--- src/hw/rtl/assert_macros.svh ---
// assertion macros used by oute_seq.sv
`ifndef ASSERT_MACROS_SVH
`define ASSERT_MACROS_SVH
`ifndef SYNTH
`define ASSERT_NEVER(lbl, clk, rst, cond) \
   lbl: assert property (@(posedge clk) disable iff (rst) !(cond)) else $error("%m: never-condition hit");
`define ASSERT_IMPLY(lbl, clk, rst, ante, cons) \
   lbl: assert property (@(posedge clk) disable iff (rst) (ante) |-> (cons)) else $error("%m: implication failed");
`define ASSERT_NEXT(lbl, clk, rst, ante, cons) \
   lbl: assert property (@(posedge clk) disable iff (rst) (ante) |=> (cons)) else $error("%m: next-cycle check failed");
`else
`define ASSERT_NEVER(lbl, clk, rst, cond)
`define ASSERT_IMPLY(lbl, clk, rst, ante, cons)
`define ASSERT_NEXT(lbl, clk, rst, ante, cons)
`endif
`endif

--- src/hw/rtl/oute_pkg.sv ---
`timescale 1ns / 1ps
`default_nettype none

package oute_pkg;

   // character codes
   localparam logic [7:0] CH_ESC   = 8'd27;
   localparam logic [7:0] CH_K     = 8'd107;
   localparam logic [7:0] CH_SPACE = 8'd32;
   localparam logic [7:0] CH_BSL   = 8'd92;
   localparam logic [7:0] CH_ZERO  = 8'd48;
   localparam logic [7:0] CH_SEVEN = 8'd55;

   // input transaction payload
   typedef struct packed {
      logic [7:0] in_byte;
      logic       in_last;
   } req_type;

   // result transaction payload
   typedef struct packed {
      logic [7:0] out_byte;
      logic       out_last;
      logic       hold_overflow;
   } rsp_type;

   // one result handed from the sequencer to the output stage
   typedef struct packed {
      logic    valid;
      rsp_type data;
   } emit_type;

endpackage

`default_nettype wire

--- src/hw/rtl/oute_hold_mem.sv ---
`timescale 1ns / 1ps
`default_nettype none

module oute_hold_mem #(
   parameter int DEPTH = 32,
   parameter int AW    = 5
) (
   input  wire logic          clock,
   input  wire logic          wr_en,
   input  wire logic [AW-1:0] wr_addr,
   input  wire logic [7:0]    wr_data,
   input  wire logic          rd_en,
   input  wire logic [AW-1:0] rd_addr,
   output logic      [7:0]    rd_data
);

   logic [7:0] mem [DEPTH];
   logic [7:0] rd_data_ff;

   // single write port
   always_ff @(posedge clock) begin
      if (wr_en) begin
         mem[wr_addr] <= wr_data;
      end
   end

   // registered read port, data holds while not enabled
   always_ff @(posedge clock) begin
      if (rd_en) begin
         rd_data_ff <= mem[rd_addr];
      end
   end

   assign rd_data = rd_data_ff;

endmodule

`default_nettype wire

--- src/hw/rtl/oute_rsp_stage.sv ---
`timescale 1ns / 1ps
`default_nettype none

module oute_rsp_stage
   import oute_pkg::*;
(
   input  wire logic     clock,
   input  wire logic     reset,
   input  wire emit_type emit,
   output logic          can_emit,
   output logic          rsp_valid,
   input  wire logic     rsp_ready,
   output rsp_type       rsp_data
);

   logic    rsp_valid_ff;
   logic    rsp_valid_in;
   rsp_type rsp_data_ff;

   // slot is free when empty or being taken this cycle
   assign can_emit = !rsp_valid_ff || rsp_ready;

   always_comb begin
      rsp_valid_in = rsp_valid_ff;
      if (emit.valid) begin
         rsp_valid_in = 1'b1;
      end else if (rsp_ready) begin
         rsp_valid_in = 1'b0;
      end
   end

   always_ff @(posedge clock) begin
      if (reset) begin
         rsp_valid_ff <= 1'b0;
      end else begin
         rsp_valid_ff <= rsp_valid_in;
      end
   end

   // payload register
   always_ff @(posedge clock) begin
      if (emit.valid) begin
         rsp_data_ff <= emit.data;
      end
   end

   assign rsp_valid = rsp_valid_ff;
   assign rsp_data  = rsp_data_ff;

endmodule

`default_nettype wire

--- src/hw/rtl/oute_seq.sv ---
`timescale 1ns / 1ps
`default_nettype none
`include "assert_macros.svh"

module oute_seq
   import oute_pkg::*;
#(
   parameter int HOLD_DEPTH = 32,
   parameter int AW         = 5,
   parameter int CW         = 6
) (
   input  wire logic          clock,
   input  wire logic          reset,
   input  wire logic          req_valid,
   output logic               req_ready,
   input  wire req_type       req_data,
   output emit_type           emit,
   input  wire logic          can_emit,
   output logic               mem_wr_en,
   output logic      [AW-1:0] mem_wr_addr,
   output logic      [7:0]    mem_wr_data,
   output logic               mem_rd_en,
   output logic      [AW-1:0] mem_rd_addr,
   input  wire logic [7:0]    mem_rd_data
);

   typedef enum logic [13:0] {
      S_IDLE     = 14'b00000000000001,
      S_PARSE    = 14'b00000000000010,
      S_FIN      = 14'b00000000000100,
      S_FIN_NEXT = 14'b00000000001000,
      S_LIT      = 14'b00000000010000,
      S_APPEND   = 14'b00000000100000,
      S_APP_DLY  = 14'b00000001000000,
      S_KMOVE    = 14'b00000010000000,
      S_KPUT     = 14'b00000100000000,
      S_FL_RD    = 14'b00001000000000,
      S_FL_EMIT  = 14'b00010000000000,
      S_EOL      = 14'b00100000000000,
      S_END_DLY  = 14'b01000000000000,
      S_END_CLR  = 14'b10000000000000
   } state_type;

   typedef enum logic [2:0] {
      MODE_NORMAL = 3'b001,
      MODE_BSL    = 3'b010,
      MODE_DIGITS = 3'b100
   } mode_type;

   typedef enum logic [1:0] {
      FL_OVF  = 2'd0,
      FL_KEEP = 2'd1,
      FL_EOL  = 2'd2
   } fl_kind_type;

   localparam logic [CW-1:0] DEPTH_C = CW'(HOLD_DEPTH);

   state_type   state_ff, state_in;
   mode_type    mode_ff, mode_in;
   fl_kind_type fl_kind_ff, fl_kind_in;
   logic [7:0]    byte_ff, byte_in;
   logic          last_ff, last_in;
   logic [1:0]    cnt_ff, cnt_in;
   logic [7:0]    accum_ff, accum_in;
   logic [2:0]    digit_ff [3];
   logic [2:0]    digit_in [3];
   logic          after_esc_ff, after_esc_in;
   logic          mark_ff, mark_in;
   logic          dly_valid_ff, dly_valid_in;
   logic [7:0]    dly_byte_ff, dly_byte_in;
   logic [CW-1:0] count_ff, count_in;
   logic [CW-1:0] idx_ff, idx_in;
   logic [7:0]    app_byte_ff, app_byte_in;
   logic          in_fin_ff, in_fin_in;
   logic          reproc_ff, reproc_in;
   logic          fin_raw_ff, fin_raw_in;
   logic [1:0]    fin_idx_ff, fin_idx_in;

   logic          is_oct;
   logic [2:0]    oct_val;
   logic          printable;
   logic [2:0]    digit_sel;
   logic [CW-1:0] fl_limit;
   logic [CW-1:0] count_m1;
   state_type     app_ret;

   // byte classification
   assign is_oct    = (byte_ff >= CH_ZERO) && (byte_ff <= CH_SEVEN);
   assign oct_val   = byte_ff[2:0];
   assign printable = (accum_ff >= CH_SPACE) && !accum_ff[7] && (accum_ff != CH_BSL);
   assign digit_sel = (fin_idx_ff == 2'd0) ? digit_ff[0] :
                      (fin_idx_ff == 2'd1) ? digit_ff[1] : digit_ff[2];
   assign count_m1  = count_ff - CW'(1);
   assign fl_limit  = (fl_kind_ff == FL_KEEP) ? count_m1 : count_ff;
   assign app_ret   = in_fin_ff ? S_FIN_NEXT : S_EOL;

   assign req_ready = (state_ff == S_IDLE);

   // sequencer
   always_comb begin
      state_in     = state_ff;
      mode_in      = mode_ff;
      fl_kind_in   = fl_kind_ff;
      byte_in      = byte_ff;
      last_in      = last_ff;
      cnt_in       = cnt_ff;
      accum_in     = accum_ff;
      digit_in     = digit_ff;
      after_esc_in = after_esc_ff;
      mark_in      = mark_ff;
      dly_valid_in = dly_valid_ff;
      dly_byte_in  = dly_byte_ff;
      count_in     = count_ff;
      idx_in       = idx_ff;
      app_byte_in  = app_byte_ff;
      in_fin_in    = in_fin_ff;
      reproc_in    = reproc_ff;
      fin_raw_in   = fin_raw_ff;
      fin_idx_in   = fin_idx_ff;
      emit         = '0;
      mem_wr_en    = 1'b0;
      mem_wr_addr  = count_ff[AW-1:0];
      mem_wr_data  = app_byte_ff;
      mem_rd_en    = 1'b0;
      mem_rd_addr  = idx_ff[AW-1:0];

      unique case (state_ff)
         S_IDLE: begin
            if (req_valid) begin
               byte_in  = req_data.in_byte;
               last_in  = req_data.in_last;
               state_in = S_PARSE;
            end
         end

         // escape parser
         S_PARSE: begin
            unique case (mode_ff)
               MODE_BSL: begin
                  if (is_oct) begin
                     accum_in    = {5'd0, oct_val};
                     digit_in[0] = oct_val;
                     cnt_in      = 2'd1;
                     mode_in     = MODE_DIGITS;
                     state_in    = S_EOL;
                  end else begin
                     mode_in = MODE_NORMAL;
                  end
               end
               MODE_DIGITS: begin
                  if (is_oct && (cnt_ff != 2'd3)) begin
                     accum_in = {accum_ff[4:0], oct_val};
                     for (int i = 0; i < 3; i++) begin
                        if (cnt_ff == 2'(i)) begin
                           digit_in[i] = oct_val;
                        end
                     end
                     cnt_in = cnt_ff + 2'd1;
                     if (cnt_ff == 2'd2) begin
                        reproc_in = 1'b0;
                        state_in  = S_FIN;
                     end else begin
                        state_in = S_EOL;
                     end
                  end else begin
                     reproc_in = 1'b1;
                     state_in  = S_FIN;
                  end
               end
               MODE_NORMAL: begin
                  if (byte_ff == CH_BSL) begin
                     mode_in  = MODE_BSL;
                     state_in = S_EOL;
                  end else begin
                     state_in = S_LIT;
                  end
               end
               default: begin
                  mode_in = MODE_NORMAL;
               end
            endcase
         end

         // finish an escape: re-emit the text or pass the raw byte
         S_FIN: begin
            in_fin_in  = 1'b1;
            fin_idx_in = 2'd0;
            if (printable) begin
               fin_raw_in   = 1'b0;
               app_byte_in  = CH_BSL;
               after_esc_in = 1'b0;
            end else begin
               fin_raw_in  = 1'b1;
               app_byte_in = accum_ff;
            end
            state_in = S_APPEND;
         end

         S_FIN_NEXT: begin
            if (!fin_raw_ff && (fin_idx_ff < cnt_ff)) begin
               app_byte_in = {CH_ZERO[7:3], digit_sel};
               fin_idx_in  = fin_idx_ff + 2'd1;
               state_in    = S_APPEND;
            end else begin
               if (fin_raw_ff) begin
                  after_esc_in = (accum_ff == CH_ESC);
                  // decoded esc drops everything from the mark on
                  if ((accum_ff == CH_ESC) && mark_ff) begin
                     count_in = '0;
                     mark_in  = 1'b0;
                  end
               end
               mode_in   = MODE_NORMAL;
               cnt_in    = 2'd0;
               accum_in  = 8'd0;
               in_fin_in = 1'b0;
               reproc_in = 1'b0;
               state_in  = reproc_ff ? S_PARSE : S_EOL;
            end
         end

         // literal byte, 'k' after esc sets the mark or moves it
         S_LIT: begin
            if (after_esc_ff && (byte_ff == CH_K)) begin
               if (mark_ff) begin
                  if (count_ff != '0) begin
                     fl_kind_in = FL_KEEP;
                     idx_in     = '0;
                     state_in   = S_FL_RD;
                  end else begin
                     state_in = S_KPUT;
                  end
               end else begin
                  mark_in = 1'b1;
                  if (dly_valid_ff) begin
                     mem_wr_en    = 1'b1;
                     mem_wr_addr  = '0;
                     mem_wr_data  = dly_byte_ff;
                     count_in     = CW'(1);
                     dly_valid_in = 1'b0;
                  end else begin
                     count_in = '0;
                  end
                  state_in = S_KPUT;
               end
            end else begin
               app_byte_in = byte_ff;
               state_in    = S_APPEND;
            end
         end

         S_KMOVE: begin
            mem_wr_en   = 1'b1;
            mem_wr_addr = '0;
            mem_wr_data = mem_rd_data;
            count_in    = CW'(1);
            state_in    = S_KPUT;
         end

         S_KPUT: begin
            mem_wr_en   = 1'b1;
            mem_wr_data = CH_K;
            count_in    = count_ff + CW'(1);
            state_in    = S_EOL;
         end

         // append to hold memory or through the one-byte delay
         S_APPEND: begin
            if (mark_ff) begin
               if (count_ff == DEPTH_C) begin
                  fl_kind_in = FL_OVF;
                  idx_in     = '0;
                  state_in   = S_FL_RD;
               end else begin
                  mem_wr_en = 1'b1;
                  count_in  = count_ff + CW'(1);
                  state_in  = app_ret;
               end
            end else begin
               state_in = S_APP_DLY;
            end
         end

         S_APP_DLY: begin
            if (!dly_valid_ff || can_emit) begin
               if (dly_valid_ff) begin
                  emit.valid         = 1'b1;
                  emit.data.out_byte = dly_byte_ff;
               end
               dly_byte_in  = app_byte_ff;
               dly_valid_in = 1'b1;
               state_in     = app_ret;
            end
         end

         // flush loop over the hold memory
         S_FL_RD: begin
            if (idx_ff < fl_limit) begin
               mem_rd_en = 1'b1;
               state_in  = S_FL_EMIT;
            end else begin
               case (fl_kind_ff)
                  FL_OVF: begin
                     count_in = '0;
                     mark_in  = 1'b0;
                     state_in = S_APP_DLY;
                  end
                  FL_KEEP: begin
                     mem_rd_en   = 1'b1;
                     mem_rd_addr = count_m1[AW-1:0];
                     state_in    = S_KMOVE;
                  end
                  default: begin
                     count_in = '0;
                     state_in = S_END_CLR;
                  end
               endcase
            end
         end

         S_FL_EMIT: begin
            if (can_emit) begin
               emit.valid              = 1'b1;
               emit.data.out_byte      = mem_rd_data;
               emit.data.out_last      = (fl_kind_ff == FL_EOL) && (idx_ff == count_m1);
               emit.data.hold_overflow = (fl_kind_ff == FL_OVF);
               idx_in                  = idx_ff + CW'(1);
               state_in                = S_FL_RD;
            end
         end

         // line end: close a pending escape, then drain
         S_EOL: begin
            if (!last_ff) begin
               state_in = S_IDLE;
            end else begin
               unique case (mode_ff)
                  MODE_BSL: begin
                     app_byte_in = CH_BSL;
                     in_fin_in   = 1'b0;
                     mode_in     = MODE_NORMAL;
                     state_in    = S_APPEND;
                  end
                  MODE_DIGITS: begin
                     reproc_in = 1'b0;
                     state_in  = S_FIN;
                  end
                  default: begin
                     state_in = S_END_DLY;
                  end
               endcase
            end
         end

         S_END_DLY: begin
            if (!dly_valid_ff || can_emit) begin
               if (dly_valid_ff) begin
                  emit.valid         = 1'b1;
                  emit.data.out_byte = dly_byte_ff;
                  emit.data.out_last = (count_ff == '0);
               end
               dly_valid_in = 1'b0;
               if (count_ff != '0) begin
                  fl_kind_in = FL_EOL;
                  idx_in     = '0;
                  state_in   = S_FL_RD;
               end else begin
                  state_in = S_END_CLR;
               end
            end
         end

         S_END_CLR: begin
            mode_in      = MODE_NORMAL;
            cnt_in       = 2'd0;
            accum_in     = 8'd0;
            after_esc_in = 1'b0;
            mark_in      = 1'b0;
            state_in     = S_IDLE;
         end

         default: begin
            state_in = S_IDLE;
         end
      endcase
   end

   // control registers
   always_ff @(posedge clock) begin
      if (reset) begin
         state_ff     <= S_IDLE;
         mode_ff      <= MODE_NORMAL;
         cnt_ff       <= 2'd0;
         accum_ff     <= 8'd0;
         after_esc_ff <= 1'b0;
         mark_ff      <= 1'b0;
         dly_valid_ff <= 1'b0;
         count_ff     <= '0;
         in_fin_ff    <= 1'b0;
         reproc_ff    <= 1'b0;
      end else begin
         state_ff     <= state_in;
         mode_ff      <= mode_in;
         cnt_ff       <= cnt_in;
         accum_ff     <= accum_in;
         after_esc_ff <= after_esc_in;
         mark_ff      <= mark_in;
         dly_valid_ff <= dly_valid_in;
         count_ff     <= count_in;
         in_fin_ff    <= in_fin_in;
         reproc_ff    <= reproc_in;
      end
   end

   // payload registers
   always_ff @(posedge clock) begin
      byte_ff     <= byte_in;
      last_ff     <= last_in;
      digit_ff    <= digit_in;
      dly_byte_ff <= dly_byte_in;
      idx_ff      <= idx_in;
      app_byte_ff <= app_byte_in;
      fin_raw_ff  <= fin_raw_in;
      fin_idx_ff  <= fin_idx_in;
      fl_kind_ff  <= fl_kind_in;
   end

   // held bytes only exist under an active mark, and the delay stage is empty then
   `ASSERT_NEVER(a_count_range, clock, reset, count_ff > DEPTH_C)
   `ASSERT_IMPLY(a_count_needs_mark, clock, reset, count_ff != '0, mark_ff)
   `ASSERT_NEVER(a_mark_excl_delay, clock, reset, mark_ff && dly_valid_ff)
   `ASSERT_IMPLY(a_emit_slot_free, clock, reset, emit.valid, can_emit)

endmodule

`default_nettype wire

--- src/hw/rtl/octal_unescape_title_strip.sv ---
`timescale 1ns / 1ps
`default_nettype none

// A new byte is taken only in the idle state, once the previous byte has been fully
// processed. Plain bytes and re-emitted escape characters are appended one at a time,
// bytes drained from the hold memory take one read and one result each; the one-port
// hold memory and its registered read set the pace, and output stalls slow it further.
// An unheld byte waits in the one-byte delay until the next unheld byte or the line end.
// Reset: synchronous, active high; clears parse, mark and delay state, hold memory untouched.
module octal_unescape_title_strip
   import oute_pkg::*;
#(
   parameter int HOLD_DEPTH = 32
) (
   input  wire logic    clock,
   input  wire logic    reset,
   input  wire logic    req_valid,
   output logic         req_ready,
   input  wire req_type req_data,
   output logic         rsp_valid,
   input  wire logic    rsp_ready,
   output rsp_type      rsp_data
);

   localparam int AW = (HOLD_DEPTH > 1) ? $clog2(HOLD_DEPTH) : 1;
   localparam int CW = $clog2(HOLD_DEPTH + 1);

   emit_type        emit;
   logic            can_emit;
   logic            mem_wr_en;
   logic [AW-1:0]   mem_wr_addr;
   logic [7:0]      mem_wr_data;
   logic            mem_rd_en;
   logic [AW-1:0]   mem_rd_addr;
   logic [7:0]      mem_rd_data;

   // parser and hold sequencer
   oute_seq #(
      .HOLD_DEPTH(HOLD_DEPTH),
      .AW        (AW),
      .CW        (CW)
   ) u_seq (
      .clock      (clock),
      .reset      (reset),
      .req_valid  (req_valid),
      .req_ready  (req_ready),
      .req_data   (req_data),
      .emit       (emit),
      .can_emit   (can_emit),
      .mem_wr_en  (mem_wr_en),
      .mem_wr_addr(mem_wr_addr),
      .mem_wr_data(mem_wr_data),
      .mem_rd_en  (mem_rd_en),
      .mem_rd_addr(mem_rd_addr),
      .mem_rd_data(mem_rd_data)
   );

   // hold memory
   oute_hold_mem #(
      .DEPTH(HOLD_DEPTH),
      .AW   (AW)
   ) u_hold_mem (
      .clock  (clock),
      .wr_en  (mem_wr_en),
      .wr_addr(mem_wr_addr),
      .wr_data(mem_wr_data),
      .rd_en  (mem_rd_en),
      .rd_addr(mem_rd_addr),
      .rd_data(mem_rd_data)
   );

   // output register
   oute_rsp_stage u_rsp_stage (
      .clock    (clock),
      .reset    (reset),
      .emit     (emit),
      .can_emit (can_emit),
      .rsp_valid(rsp_valid),
      .rsp_ready(rsp_ready),
      .rsp_data (rsp_data)
   );

endmodule

`default_nettype wire

--- config.mk ---
export PLATFORM = sky130hd
export DESIGN_NAME = octal_unescape_title_strip
export DESIGN_NICKNAME = d
export VERILOG_FILES = /design/src/hw/rtl/oute_pkg.sv /design/src/hw/rtl/oute_hold_mem.sv /design/src/hw/rtl/oute_rsp_stage.sv /design/src/hw/rtl/oute_seq.sv /design/src/hw/rtl/octal_unescape_title_strip.sv
export VERILOG_INCLUDE_DIRS = /design/src /design/src/hw/rtl
export SDC_FILE = /design/constraint.sdc
export NUM_CORES = 1
export LEC_CHECK = 0
export BUFFER_PORTS_ARGS = -buffer_cell sky130_fd_sc_hd__clkbuf_2
export CAP_MARGIN = 0
export CORE_MARGIN = 1
export CORE_UTILIZATION = 55
export CTS_BUF_LIST = sky130_fd_sc_hd__clkbuf_2
export CTS_CLUSTER_SIZE = 30
export DETAILED_ROUTE_END_ITERATION = 7
export GPL_TIMING_DRIVEN = 0
export PLACE_DENSITY = 0.71
export SLEW_MARGIN = 20
export SYNTH_ARGS = -nofsm -noshare
export SYNTH_HDL_FRONTEND = slang
export SYNTH_HIERARCHICAL = 1
export SYNTH_SLANG_ARGS = --single-unit
--- constraint.sdc ---
create_clock -name clock -period 7.45 [get_ports clock]
set_input_delay 0.745 -clock clock [delete_from_list [all_inputs] [get_ports clock]]
set_output_delay 0.745 -clock clock [all_outputs]
set_load 0.005 [all_outputs]
== After elaboration in Yosys (flattened, before gate mapping) ==
Memories as Yosys holds them, arrays and structs flattened. A register that Yosys moved wholly into a read port is not among the register bits.
Index checks and enable logic that the tools add are counted.
W data, S select, Z words.

* Bits in registers: 94
* Bits in writable memories: 256
* Memories: 1
* Output and inout port bits: 12
* Logic and storage cells: 295

* $add $sub $neg: 5
* Eq/ne operators: 64
* Reductions and logical operators: 53
* $lt $le $gt $ge: 5
* Muxes and demuxes: 142

{| class="wikitable"
|+ Memories
! name !! words !! bits a word !! read ports !! clocked after memory_dff !! write ports !! line !! source
|-
| u_hold_mem.mem || 32 || 8 || 1 || 1 || 1 || oute_hold_mem.sv:17 || <nowiki>logic [7:0] mem [DEPTH];</nowiki>
|}

{| class="wikitable"
|+ Operators with widths
! cell !! number
|-
| $pmux W14 S13 || 1
|-
| $mux W14 || 11
|-
| $mux W6 || 17
|-
| $mux W8 || 11
|-
| $mux W12 || 5
|-
| $mux W10 || 5
|-
| $pmux W8 S3 || 2
|-
| $ne A2 B1 Y1 const B || 21
|-
| $pmux W14 S3 || 1
|-
| $pmux W6 S6 || 1
|-
| $mux W1 || 35
|-
| $mux W3 || 11
|-
| $pmux W8 S4 || 1
|-
| $mux W5 || 6
|-
| $pmux W14 S2 || 1
|-
| $mux W9 || 3
|-
| $pmux W9 S3 || 1
|-
| $pmux W13 S2 || 1
|-
| $pmux W6 S4 || 1
|-
| $mux W2 || 11
|-
| $reduce_and A5 Y1 || 4
|-
| $ne A2 B2 Y1 const B || 9
|-
| $reduce_and A6 Y1 || 3
|-
| $reduce_bool A3 Y1 || 6
|-
| other kinds (60) || 101
|}

== Longest topological paths before layout ==
Gate-level depths: netlist of the first run.

* Depth in word-level cells: 6
* Gate-level depth with buffers: 17

== Hierarchy ==
The synthesis of the first run kept the hierarchy.

{| class="wikitable"
|+ Modules (own cells, without submodules)
! module !! area an instance (um2) !! instances !! cells each
|-
| oute_hold_mem || 10,133.5 || 1 || 417
|-
| oute_seq || 5,029.8 || 1 || 556
|-
| oute_rsp_stage || 346.6 || 1 || 14
|}

== Least setup slack after synthesis of the first run ==
OpenSTA, ideal clock, no wires.

* Kind: reg2reg
* From: register u_seq.count_ff[2]
* To: register u_hold_mem.rd_data_ff[0] (netlist: u_hold_mem/rd_data[0]), read port of u_hold_mem.mem, data pin
* Cell stages (with the launch flop): 17
* Library setup time: 0.260 ns
* Data required time: 7.190 ns
* Path slack: 3.147 ns
* Data arrival time: 4.043 ns
* Cells stage by stage: dfxtp_1 clkbuf_1 nor3_1 nand3_1 xor2_1 ha_1 nand4_1 nor2_1 o31ai_1 nand2_1 nand3_1 mux2_2 clkbuf_1 buf_1 mux4_2 mux4_2 mux2_2

* Word-level cells in the longest chain between the ends: 5
* Elaborated cells between the ends (all ways): 8

{| class="wikitable"
|+ Ends and longest elaborated chain
! element !! line !! source
|-
| start, declared || oute_seq.sv:71 || <nowiki>logic [CW-1:0] count_ff, count_in;</nowiki>
|-
| start signal, assigned || oute_seq.sv:409 || <nowiki>count_ff <= count_in;</nowiki>
|-
| $sub A6 B1 Y6 || oute_seq.sv:93 || <nowiki>assign count_m1 = count_ff - CW'(1);</nowiki>
|-
| $mux W6 || oute_seq.sv:94 || <nowiki>assign fl_limit = (fl_kind_ff == FL_KEEP) ? count_m1 : count_ff;</nowiki>
|-
| $lt A6 B6 Y1 || oute_seq.sv:298 || <nowiki>if (idx_ff < fl_limit) begin</nowiki>
|-
| $mux W5 * || oute_seq.sv:298 ||
|-
| $mux W5 * || oute_seq.sv:127 || <nowiki>unique case (state_ff)</nowiki>
|-
| named net mem_rd_addr[2] || octal_unescape_title_strip.sv:34 || <nowiki>logic [AW-1:0] mem_rd_addr;</nowiki>
|-
| end, declared || oute_hold_mem.sv:18 || <nowiki>logic [7:0] rd_data_ff;</nowiki>
|}

Mark *: on every way through the listed nets, which the timed path passes. The rest lies on a longest branch.
A chain may end at the register's enable or synchronous reset.

== Worst setup path in the final report of the first run ==
* From: register u_seq.count_ff[2]
* To: register u_hold_mem.rd_data_ff[4] (netlist: u_hold_mem/rd_data[4]), read port of u_hold_mem.mem, data pin

Same word-level chain as after synthesis.

==> results of run 1 <==
## metrics by stage
stage	cells	area, sq um	power, mW	setup slack [ns]	util (%)
floorplan	987	15500	2.32	3.15	-
global placement	1389	16100	2.37	1.85	58.0
detailed placement	1394	16200	2.37	1.82	58.2
CTS	1548	17000	3.62	1.78	61.2
global route	1550	17000	3.73	1.49	61.2
finish	1550	17000	3.57	1.74	61.2
## layout by cell type (no fill, tap or decap), drive strengths merged, types with 7 or more instances in the layout
cell | synthesis | layout
dfxtp | 39 | 39
nand4 | 19 | 19
clkbuf | 25 | 176
mux2 | 11 | 11
xor2 | 13 | 13
nor2b | 11 | 11
a22o | 18 | 18
and2 | 12 | 12
o21ai | 24 | 24
nand2b | 8 | 8
a31oi | 7 | 7
nor4b | 8 | 8
mux2i | 10 | 10
nor2 | 85 | 85
inv | 20 | 23
buf | 20 | 26
clkinv | 0 | 16
edfxtp | 319 | 319
mux4 | 80 | 80
a21oi | 22 | 22
nand2 | 67 | 67
nor4 | 13 | 13
nand3 | 25 | 25
nor3 | 19 | 19
xnor2 | 7 | 7
ha | 16 | 16
## path summary, 6_finish.rpt
path / from / to / slack [ns] / depth (start not counted)
worst min register to register: u_seq/app_byte_ff[6] / u_seq/dly_byte_ff[6] / 0.47 / 0
worst min-delay path: req_data[3] / u_seq/byte_ff[2] / 0.12 / 1
worst max register to register: u_seq/count_ff[2] / u_hold_mem/rd_data[4] / 1.74 / 16
worst max-delay path: u_seq/count_ff[2] / u_hold_mem/rd_data[4] / 1.74 / 16
## layout make-up
| class | count | area, sq um |
|---|---|---|
| fill | 2138 | 10800 |
| clock inverter | 21 | 131 |
| multi-input combinational | 564 | 4880 |
| inverter | 20 | 75.1 |
| clock buffer | 127 | 636 |
| tap | 378 | 473 |
| timing repair buffer | 36 | 251 |
| sequential | 358 | 10400 |
| buffer | 45 | 204 |
| antenna | 1 | 2.50 |
## metal layers
layer | track usage (%) | vias to the layer above
met1 | 38.1 | 4737
met2 | 36.5 | 475
li1 | - | 4236
met3 | 4.70 | 50
met5 | 0 | -
met4 | 8.03 | 0
## worst max-delay path, stage by stage, from the launching register on
cell and delay, ns:
dfxtp_1 0.31, clkbuf_1 0.25, nor3_1 0.61, nand3_1 0.17
xor2_1 0.18, ha_1 0.31, nand4_1 0.10, nor2_1 0.11
o31ai_1 0.11, nand2_1 0.18, nand3_1 0.29, mux2_2 0.32
clkbuf_1 0.53, buf_1 0.73, mux4_2 0.46, mux4_2 0.49
mux2_2 0.30
## power groups by stage
stage	Clock, mW	Sequential (mW)	Combinational (mW)
after floorplan	0	2.23	0.0925
after global placement	0	2.24	0.129
after detailed placement	0	2.24	0.130
after CTS	1.29	2.19	0.133
after global routing	1.39	2.19	0.147
final	1.25	2.19	0.135
## logic make-up after synthesis
logic type | synth area share (%)
adder cells (fa/ha/maj) | 1.29
flip-flops | 66.8
AND/OR/NAND/NOR | 10.7
XOR/XNOR | 1.13
buffers and inverters | 1.80
AO/OA/AOI/OAI | 5.19
multiplexers | 13.1
## state kept, by name, indices dropped and copies added, names as in the netlist, 2 cells and up
| name | flops |
|---|---|
| u_seq/count_ff | 6 |
| u_seq/cnt_ff | 2 |
| u_rsp_stage/rsp_data | 10 |
| u_hold_mem/mem | 256 |
| u_seq/byte_ff | 8 |
| u_seq/idx_ff | 6 |
| u_seq/accum_ff | 8 |
| u_seq/fl_kind_ff | 2 |
| u_hold_mem/rd_data | 8 |
| u_seq/digit_ff | 9 |
| u_seq/dly_byte_ff | 8 |
| u_seq/app_byte_ff | 8 |
| u_seq/state_ff | 14 |
| u_seq/mode_ff | 3 |
| u_seq/fin_idx_ff | 2 |
==> metrics.yaml, run 1 <==
routed_via_density: 6.13
cp-start-kind: "flip-flop"
clock-sinks: 358
holdWs_ns: 0.119
final-max-slew-violation-count: 0
area_delta_synth_final_pct: 9.68
p_comb_share_pct: 3.8
rsz0062_at_grt: "no"
post-cts-setup-buffers: 0
die-area_sq_um: 28900
drt_iter0_drc: 1216
ys_ff_latch: 358
p_leak_nw: 5.83
via_count: 9498
max_freq_mhz: 175
yosysMostFrequentCell: "edfxtp_1"
drtAntennaViolNets: 0
switching_power_uw: 856
status: "finished, final reports clean"
wire_per_inst_um: 22.5
seqPwrFrac_pct: 61.4
grt_overflow: 0
first_global_vias: 9059
wl_met3_mm: 3.33
netlist.area_leader.share_pct: 61.8
synth-edff-count: 319
start_util_pct: 55.8
tightest_slew_ns: 0.978
cts.htree.levels: 3
die_h_um: 170
wl_mm: 34.9
synth.avg_cell_area_sq_um: 15.7
first_pass_iters: 5
wl_met2_mm: 15.7
async_reset_ff_share_pct: 0
setup_viol: 0
crit_arrival_ns: 6.29
clkPwrFrac_pct: 34.9
grt_pass1_wl_mm: 52.9
post_cts_resized: 0
gp_congestion: 0.913
max-vdd-ir-drop_mv: 0.114
route.detailed.drc: 0
critPathKind: "flip-flop to flip-flop"
ys_types: 66
slew_headroom_pct: 34.8
drive_above_1_share_pct: 25.1
cts_tree: "done"
fin_tns_setup_ns: 0
synthFlopType: "edfxtp_1"
synth_area_sq_um: 15500
swShare_pct: 24.0
p_int_mw: 2.72
antenna_found_initial: 1
core-area_sq_um: 27800
synth_seq_area_share_pct: 66.8
grt_max_degree: 33
yosys-top-cells-count: "edfxtp_1 (319), nor2_1 (85), mux4_2 (80)"
skew_ns: 0.106
p_per_area_nw_per_um2: 210
cts-root-buf: "clkbuf_2"
period_share_pct: 76.7
cp.required_ns: 8.02
hp-class: "input pin to flip-flop"
numCtsBuffers: 88
maxCapViolations: 0
ios: 25
postCtsHoldBufs: 6
clkTransAtPathRegs_ns: 0.11
yosysWarnings: 6
place_hpwl_mm: 24.2
die_w_um: 170
io_buffers: 24
period_minus_slack_ns: 5.71
final_nets: 1142
endpoint_kind: "flip-flop"
clock_latency_ns: 0.90
top_layer: "met4"
yosysTopAreaCell: "edfxtp_1"
grtUsageTotal_pct: 25.0
syn-instance-count: 987
worstPathMaxFanout: 10
rows: 61
met1_length_mm: 15.2
cts.path.max_buffers: 3
synth_nets: 1016
hold_violations: 0
synth_area_leaders: "edfxtp_1 (62%), mux4_2 (12%), dfxtp_1 (5.0%)"
No activity file was read; power rests on OpenSTA's default activity.
==> run 2, diff against run 1 <==
--- a/config.mk
+++ b/config.mk
@@ -6,6 +6,7 @@
 export SDC_FILE = /design/constraint.sdc
 export NUM_CORES = 1
 export LEC_CHECK = 0
+export ABC_AREA = 1
 export BUFFER_PORTS_ARGS = -buffer_cell sky130_fd_sc_hd__clkbuf_2
 export CAP_MARGIN = 0
 export CORE_MARGIN = 1
==> constraint.sdc (replaced) <==
create_clock -name clock -period 5.4 [get_ports clock]
set_input_delay 0.54 -clock clock [delete_from_list [all_inputs] [get_ports clock]]
set_output_delay 0.54 -clock clock [all_outputs]
set_load 0.005 [all_outputs]
==> metrics.yaml, run 2 <==
die_h_um: 177  # +3.9%
wl_mm: 44.0  # +26%
gp_congestion: 0.926  # +1.4%
grt_pass1_wl_mm: 66.8  # +26%
post-cts-setup-buffers: 0  # unchanged
clock_latency_ns: 0.92  # +0.02 ns
grt-busiest-layer: "met2"
drtAntennaViolNets: 0  # unchanged
yosys-top-cells-count: "nand2_1 (508), edfxtp_1 (319), nand3_1 (254)"
first_global_vias: 12219  # +35%
p_leak_nw: 7.28  # +25%
syn-instance-count: 1700  # +72%
cpLargestDelayFamily: "simple AND/OR/NAND/NOR gates"
worstPathMaxFanout: 10  # unchanged
grt_max_degree: 33  # unchanged
routed_via_density: 5.69  # -7.1%
met3_usage_pct: 5.28  # +0.58 points
core-area_sq_um: 29800  # +7.3%
r2r_slack_ns: 0.85  # -0.88 ns
ys_types: 50  # -24%
cts.path.max_buffers: 3  # unchanged
endpoint_kind: "flip-flop"
area_delta_synth_final_pct: 8.98
numCtsBuffers: 90  # +2.3%
final-max-slew-violation-count: 0  # unchanged
clkTransAtPathRegs_ns: 0.09  # -0.02 ns
synth-edff-count: 319  # unchanged
ios: 25  # unchanged
crit_arrival_ns: 5.17  # -1.12 ns
finalPower_mw: 5.13  # +44%
placed_cells: 2114  # +52%
cts.htree.levels: 3  # unchanged
holdWs_ns: 0.0849  # -0.0344 ns
hp-class: "input pin to flip-flop"
grt_util_met1_pct: 37.5  # -0.59 points
final_cell_mix: "nand2_1 (504), edfxtp_1 (319), nand3_1 (251), clkbuf_2 (156), nor2_1 (150)"
max_stage_delay_ns: 0.54  # -0.19 ns
synth.avg_cell_area_sq_um: 9.86  # -37%
startpoint: "u_seq/count_ff[0]"
stdcell_count: 2279  # +47%
place_hpwl_mm: 30.3  # +25%
die_w_um: 177  # +3.9%
rsz0062_at_grt: "no"
regArea_sq_um: 10400  # unchanged
max_freq_mhz: 220  # +26%
period_minus_slack_ns: 4.55  # -1.17 ns
cp.required_ns: 6.02  # -2.00 ns
top_register: "u_hold_mem/mem"
synth_seq_area_share_pct: 61.8  # -5.0 points
drive_above_1_share_pct: 15.0  # -10 points
r2r_start: "u_seq/count_ff[0]"
maxCapViolations: 0  # unchanged
cts_tree: "done"
ys_ff_latch: 358  # unchanged
yosysMostFrequentCell: "nand2_1"
crit_top_cell: "nand2_1"
critPathKind: "flip-flop to flip-flop"
fill_cells: 2539  # +19%
fin_tns_setup_ns: 0  # unchanged
p_per_area_nw_per_um2: 281  # +34%
crit_buf_inv: 4  # +1
cp_slowest_cell: "clkbuf_1"
grtUsageTotal_pct: 28.7  # +3.7 points
async_reset_ff_share_pct: 0  # unchanged
multi_input_area_sq_um: 5450  # +12%
antenna_found_initial: 1  # unchanged
path_depth: 21  # +5
tightest_slew_ns: 1.06  # +0.0833 ns
start_util_pct: 56.2  # +0.41 points
rows: 63  # +3.3%
first_pass_iters: 8  # +3
timing.rr.end: "u_hold_mem/rd_data[0]"
post_cts_resized: 0  # unchanged
grtUsageMet2_pct: 46.7  # +10 points
status: "finished, final reports clean"
crit_chain: "clkinv_1, ha_1, xor2_1, o21ai_0, ha_1, nand2_1, nor2_1, nand2_1, nand2_1, nand3_1, o21ai_0, inv_1, inv_2, clkbuf_1, nand3_1, nand3_1, nand2_1, nand2_1, nand2_1, nand2_1, nand2_1"
synthFlopType: "edfxtp_1"
hold_violations: 0  # unchanged
route.detailed.drc: 0  # unchanged
largest_reg_flops: 256  # unchanged
period_share_pct: 84.2  # +7.5 points
setup_viol: 0  # unchanged
worstSetupEndpoint: "u_hold_mem/rd_data[0]"
slew_headroom_pct: 29.1  # -5.7 points
placed_area_sq_um: 17400  # +7.6%
reg2reg_depth: 21  # +5
io_buffers: 24  # unchanged
final_nets: 1855  # +62%
finish.instance_area_sq_um: 18300  # +7.3%
via_count: 12978  # +37%
yosysWarnings: 6  # unchanged
grt_overflow: 0  # unchanged
final_common_cell: "nand2_1"
max-vdd-ir-drop_mv: 0.168  # +48%
synth_area_leaders: "edfxtp_1 (57%), nand2_1 (11%), nand3_1 (7.6%)"
cp-start-kind: "flip-flop"
yosysTopAreaCell: "edfxtp_1"
cts-root-buf: "clkbuf_2"
drt_iter0_drc: 1354  # +11%
die-area_sq_um: 31200  # +7.9%
skew_ns: 0.0755  # -0.0303 ns
clock-sinks: 358  # unchanged
netlist.area_leader.share_pct: 57.2  # -4.6 points
synth_area_sq_um: 16800  # +8.0%
wire_per_inst_um: 19.3  # -14%
synth_nets: 1729  # +70%
run 2: cell families (layout without fill, tap and decap cells):
group | count (synthesis) | in the layout | synth area share, %
and+or+nand+nor | 1010 | 1010 | 26.9
DFF | 358 | 358 | 61.8
buffers and inverters | 195 | 383 | 5.79
AOI/OAI and AO/OA | 113 | 113 | 3.88
adders and majority gates | 16 | 16 | 1.19
xor gates and xnor gates | 8 | 8 | 0.418
other | 0 | 1 | 0
run 2: per-stage QoR:
| step | util, % | setup WS, ns |
|---|---|---|
| 2_1_floorplan | - | 2.20 |
| 3_3_place_gp | 58.3 | 1.04 |
| 3_5_place_dp | 58.4 | 0.912 |
| 4_1_cts | 61.3 | 0.900 |
| 5_1_grt | 61.3 | 0.514 |
| 6_report | 61.3 | 0.854 |
run 2: how the worst min path moves through the flow:
stage                                    start               endpoint  slack [ns]  cells after the start
after floorplan           u_seq/app_byte_ff[0]   u_seq/dly_byte_ff[0]        0.43                      0
after global placement    u_seq/app_byte_ff[0]   u_seq/dly_byte_ff[0]        0.43                      0
after global routing                 rsp_ready  u_rsp_stage/rsp_valid        0.04                      4
after CTS                            rsp_ready  u_rsp_stage/rsp_valid        0.02                      4
after detailed placement  u_seq/app_byte_ff[3]   u_seq/dly_byte_ff[3]        0.43                      0
final                                rsp_ready  u_rsp_stage/rsp_valid        0.08                      4
run 2: final cells by class:
class	instances	share of cell area (%)
clock inverter	22	0.596
tap	390	2.67
antenna	1	0.0137
clock buffer	132	3.62
sequential	358	56.7
timing repair buffer	34	1.21
multi-input combinational	1147	29.8
inverter	133	2.73
buffer	62	2.58
run 2: power by group:
group          switching, mW  leakage (nW)  internal [mW]  total, mW
Sequential            0.0450          3.15           3.03       3.07
Clock                   1.06         0.590          0.656       1.72
Combinational          0.226          3.55          0.117      0.343
run 2: routing by layer:
metal | vias to the layer above | part of all wire, %
li1 | 6102 | -
met1 | 6149 | 41
met4 | 0 | 3.3
met3 | 104 | 8.3
met2 | 623 | 48
met5 | - | 0
run 2: tightest hold or removal path: cells and delay by family:
family,cells,cell delay (ns)
and+or+nand+nor,1,0.19
buffers and inverters,2,0.11
AOI/OAI and AO/OA,1,0.07
run 2: timing repair:
action | 4_1_cts | 5_1_grt
endpoints found under the hold margin | 14 | 0
hold buffers | 10 | 0
endpoints found under the setup margin | 0 | 0
==> run 3, diff against run 2 <==
--- a/config.mk
+++ b/config.mk
@@ -15,7 +15,7 @@
 export CTS_CLUSTER_SIZE = 30
 export DETAILED_ROUTE_END_ITERATION = 7
 export GPL_TIMING_DRIVEN = 0
-export PLACE_DENSITY = 0.71
+export PLACE_DENSITY = 0.74
 export SLEW_MARGIN = 20
 export SYNTH_ARGS = -nofsm -noshare
 export SYNTH_HDL_FRONTEND = slang
==> constraint.sdc (replaced) <==
create_clock -name clock -period 3.84 [get_ports clock]
set_input_delay 0.384 -clock clock [delete_from_list [all_inputs] [get_ports clock]]
set_output_delay 0.384 -clock clock [all_outputs]
set_load 0.005 [all_outputs]
==> metrics.yaml, run 3 (synthesis results as in run 2) <==
max-vdd-ir-drop_mv: 0.294  # +75%
die-area_sq_um: 31200  # unchanged
cts-root-buf: "clkbuf_2"
via_count: 12868  # -0.85%
tightest_slew_ns: 0.896  # -0.165 ns
cts_tree: "done"
drt_iter0_drc: 1365  # +0.81%
setup_viol: 0  # unchanged
fin_tns_setup_ns: 0  # unchanged
period_minus_slack_ns: 3.59  # -0.952 ns
cp-start-kind: "flip-flop"
final-max-slew-violation-count: 0  # unchanged
finalCoreUtilization_pct: 62.0  # +0.67 points
status: "finished, final reports clean"
wl_mm: 43.6  # -0.91%
pre_cts_ws_ns: -0.632  # -1.54 ns
p_leak_nw: 7.35  # +0.89%
stdcell_count: 2277  # -0.088%
io_buffers: 24  # unchanged
routed_via_density: 5.65  # -0.76%
ios: 25  # unchanged
grt_pass1_wl_mm: 66.6  # -0.34%
top_register: "u_hold_mem/mem"
max_freq_mhz: 278  # +27%
hold_violations: 0  # unchanged
hp-class: "input pin to flip-flop"
skew_ns: 0.103  # +0.0275 ns
holdWs_ns: 0.159  # +0.0743 ns
place_hpwl_mm: 30.2  # -0.52%
final_nets: 1852  # -0.16%
drtAntennaViolNets: 0  # unchanged
finish.instance_area_sq_um: 18500  # +1.1%
slew_headroom_pct: 40.2  # +11 points
placed_area_sq_um: 17400  # +0.33%
fill_cells: 2437  # -4.0%
largest_reg_flops: 256  # unchanged
period_share_pct: 93.6  # +9.4 points
drive_above_1_share_pct: 16.0  # +0.92 points
first_global_vias: 12305  # +0.70%
endpoint_kind: "flip-flop"
route.detailed.drc: 0  # unchanged
die_h_um: 177  # unchanged
wire_per_inst_um: 19.2  # -0.82%
core-area_sq_um: 29800  # unchanged
grt_max_degree: 33  # unchanged
regArea_sq_um: 10400  # about the same
area_delta_synth_final_pct: 10.2
critPathKind: "flip-flop to flip-flop"
gp_congestion: 0.964  # +4.0%
r2r_slack_ns: 0.25  # -0.61 ns
first_pass_iters: 6  # -2
antenna_found_initial: 2  # +1
clock-sinks: 358  # unchanged
numCtsBuffers: 83  # -7.8%
die_w_um: 177  # unchanged
clock_latency_ns: 0.91  # about the same
cp.required_ns: 4.30  # -1.72 ns
multi_input_area_sq_um: 5500  # +0.92%
cts.path.max_buffers: 3  # unchanged
final_common_cell: "nand2_1"
placed_cells: 2116  # +0.095%
crit_arrival_ns: 4.06  # -1.11 ns
rows: 63  # unchanged
cts.htree.levels: 3  # unchanged
grtUsageTotal_pct: 28.5  # -0.13 points
grt_overflow: 0  # unchanged
clkTransAtPathRegs_ns: 0.10  # about the same
fin_ws_ns: 0.247  # -0.608 ns
start_util_pct: 56.2  # unchanged
p_per_area_nw_per_um2: 392  # +40%
worstPathMaxFanout: 10  # unchanged
finalPower_mw: 7.24  # +41%
rsz0062_at_grt: "no"
maxCapViolations: 0  # unchanged
final_cell_mix: "nand2_1 (502), edfxtp_1 (319), nand3_1 (250), nor2_1 (147), clkbuf_2 (141)"
## run 3: cell types whose count changed in the layout (fill, tap and decap cells not counted), moves of 4 or more
cell	change
clkbuf_2	-15
buf_2	-9
buf_4	+6
clkinv_2	+7
clkinv_1	+6
clkbuf_4	+5
clkbuf_1	-8
inv_1	-4
## run 3: per-layer routing
layer	wire length (um)	share of wire, %	up-vias	global-route usage (%)
met5	0	0	-	0
met2	21400	49	617	48.0
met4	1460	3.3	0	11.9
li1	-	-	6097	-
met1	17400	40	6038	36.2
met3	3370	7.7	116	5.21
## run 3: worst paths after layout
check | start | endpoint | depth (start not counted)
setup / recovery | u_seq/byte_ff[2] | u_hold_mem/mem[19][2] | 7
hold / removal | rsp_ready | u_rsp_stage/rsp_data[1] | 5
setup reg to reg | u_seq/byte_ff[2] | u_hold_mem/mem[19][2] | 7
hold reg to reg | u_seq/app_byte_ff[6] | u_seq/dly_byte_ff[6] | 0
## run 3: timing repair
item | 4_1_cts | 5_1_grt
gates resized for setup | 15 | 39
endpoints found under the hold margin | 23 | 0
gates cloned | 0 | 0
hold buffers | 12 | 0
endpoints found under the setup margin | 8 | 10
buffers inserted | 0 | 1
## run 3: power by group
group	switching (mW)	leakage (nW)	internal, mW
registers	0.0629	3.15	4.26
logic	0.323	3.64	0.167
clock network	1.49	0.564	0.947
total	1.87	7.35	5.37
## run 3: final cells by class
type                            count  area share, %
Sequential cell                   358           56.1
Multi-Input combinational cell   1147           29.8
Clock buffer                      113           3.06
Buffer                             61           2.83
Inverter                          133           2.75
Tap cell                          390           2.64
Timing Repair Buffer               39           1.64
Clock inverter                     35           1.13
Antenna cell                        1         0.0136
## run 3: critical path: stages, from the launching register on
cell and delay (ns):
edfxtp_1 0.54, nor4_1 0.46, nand4_2 0.19, nor3_4 0.29
buf_4 0.24, nand3b_1 0.18, nand3_1 0.43, nor2_1 0.82
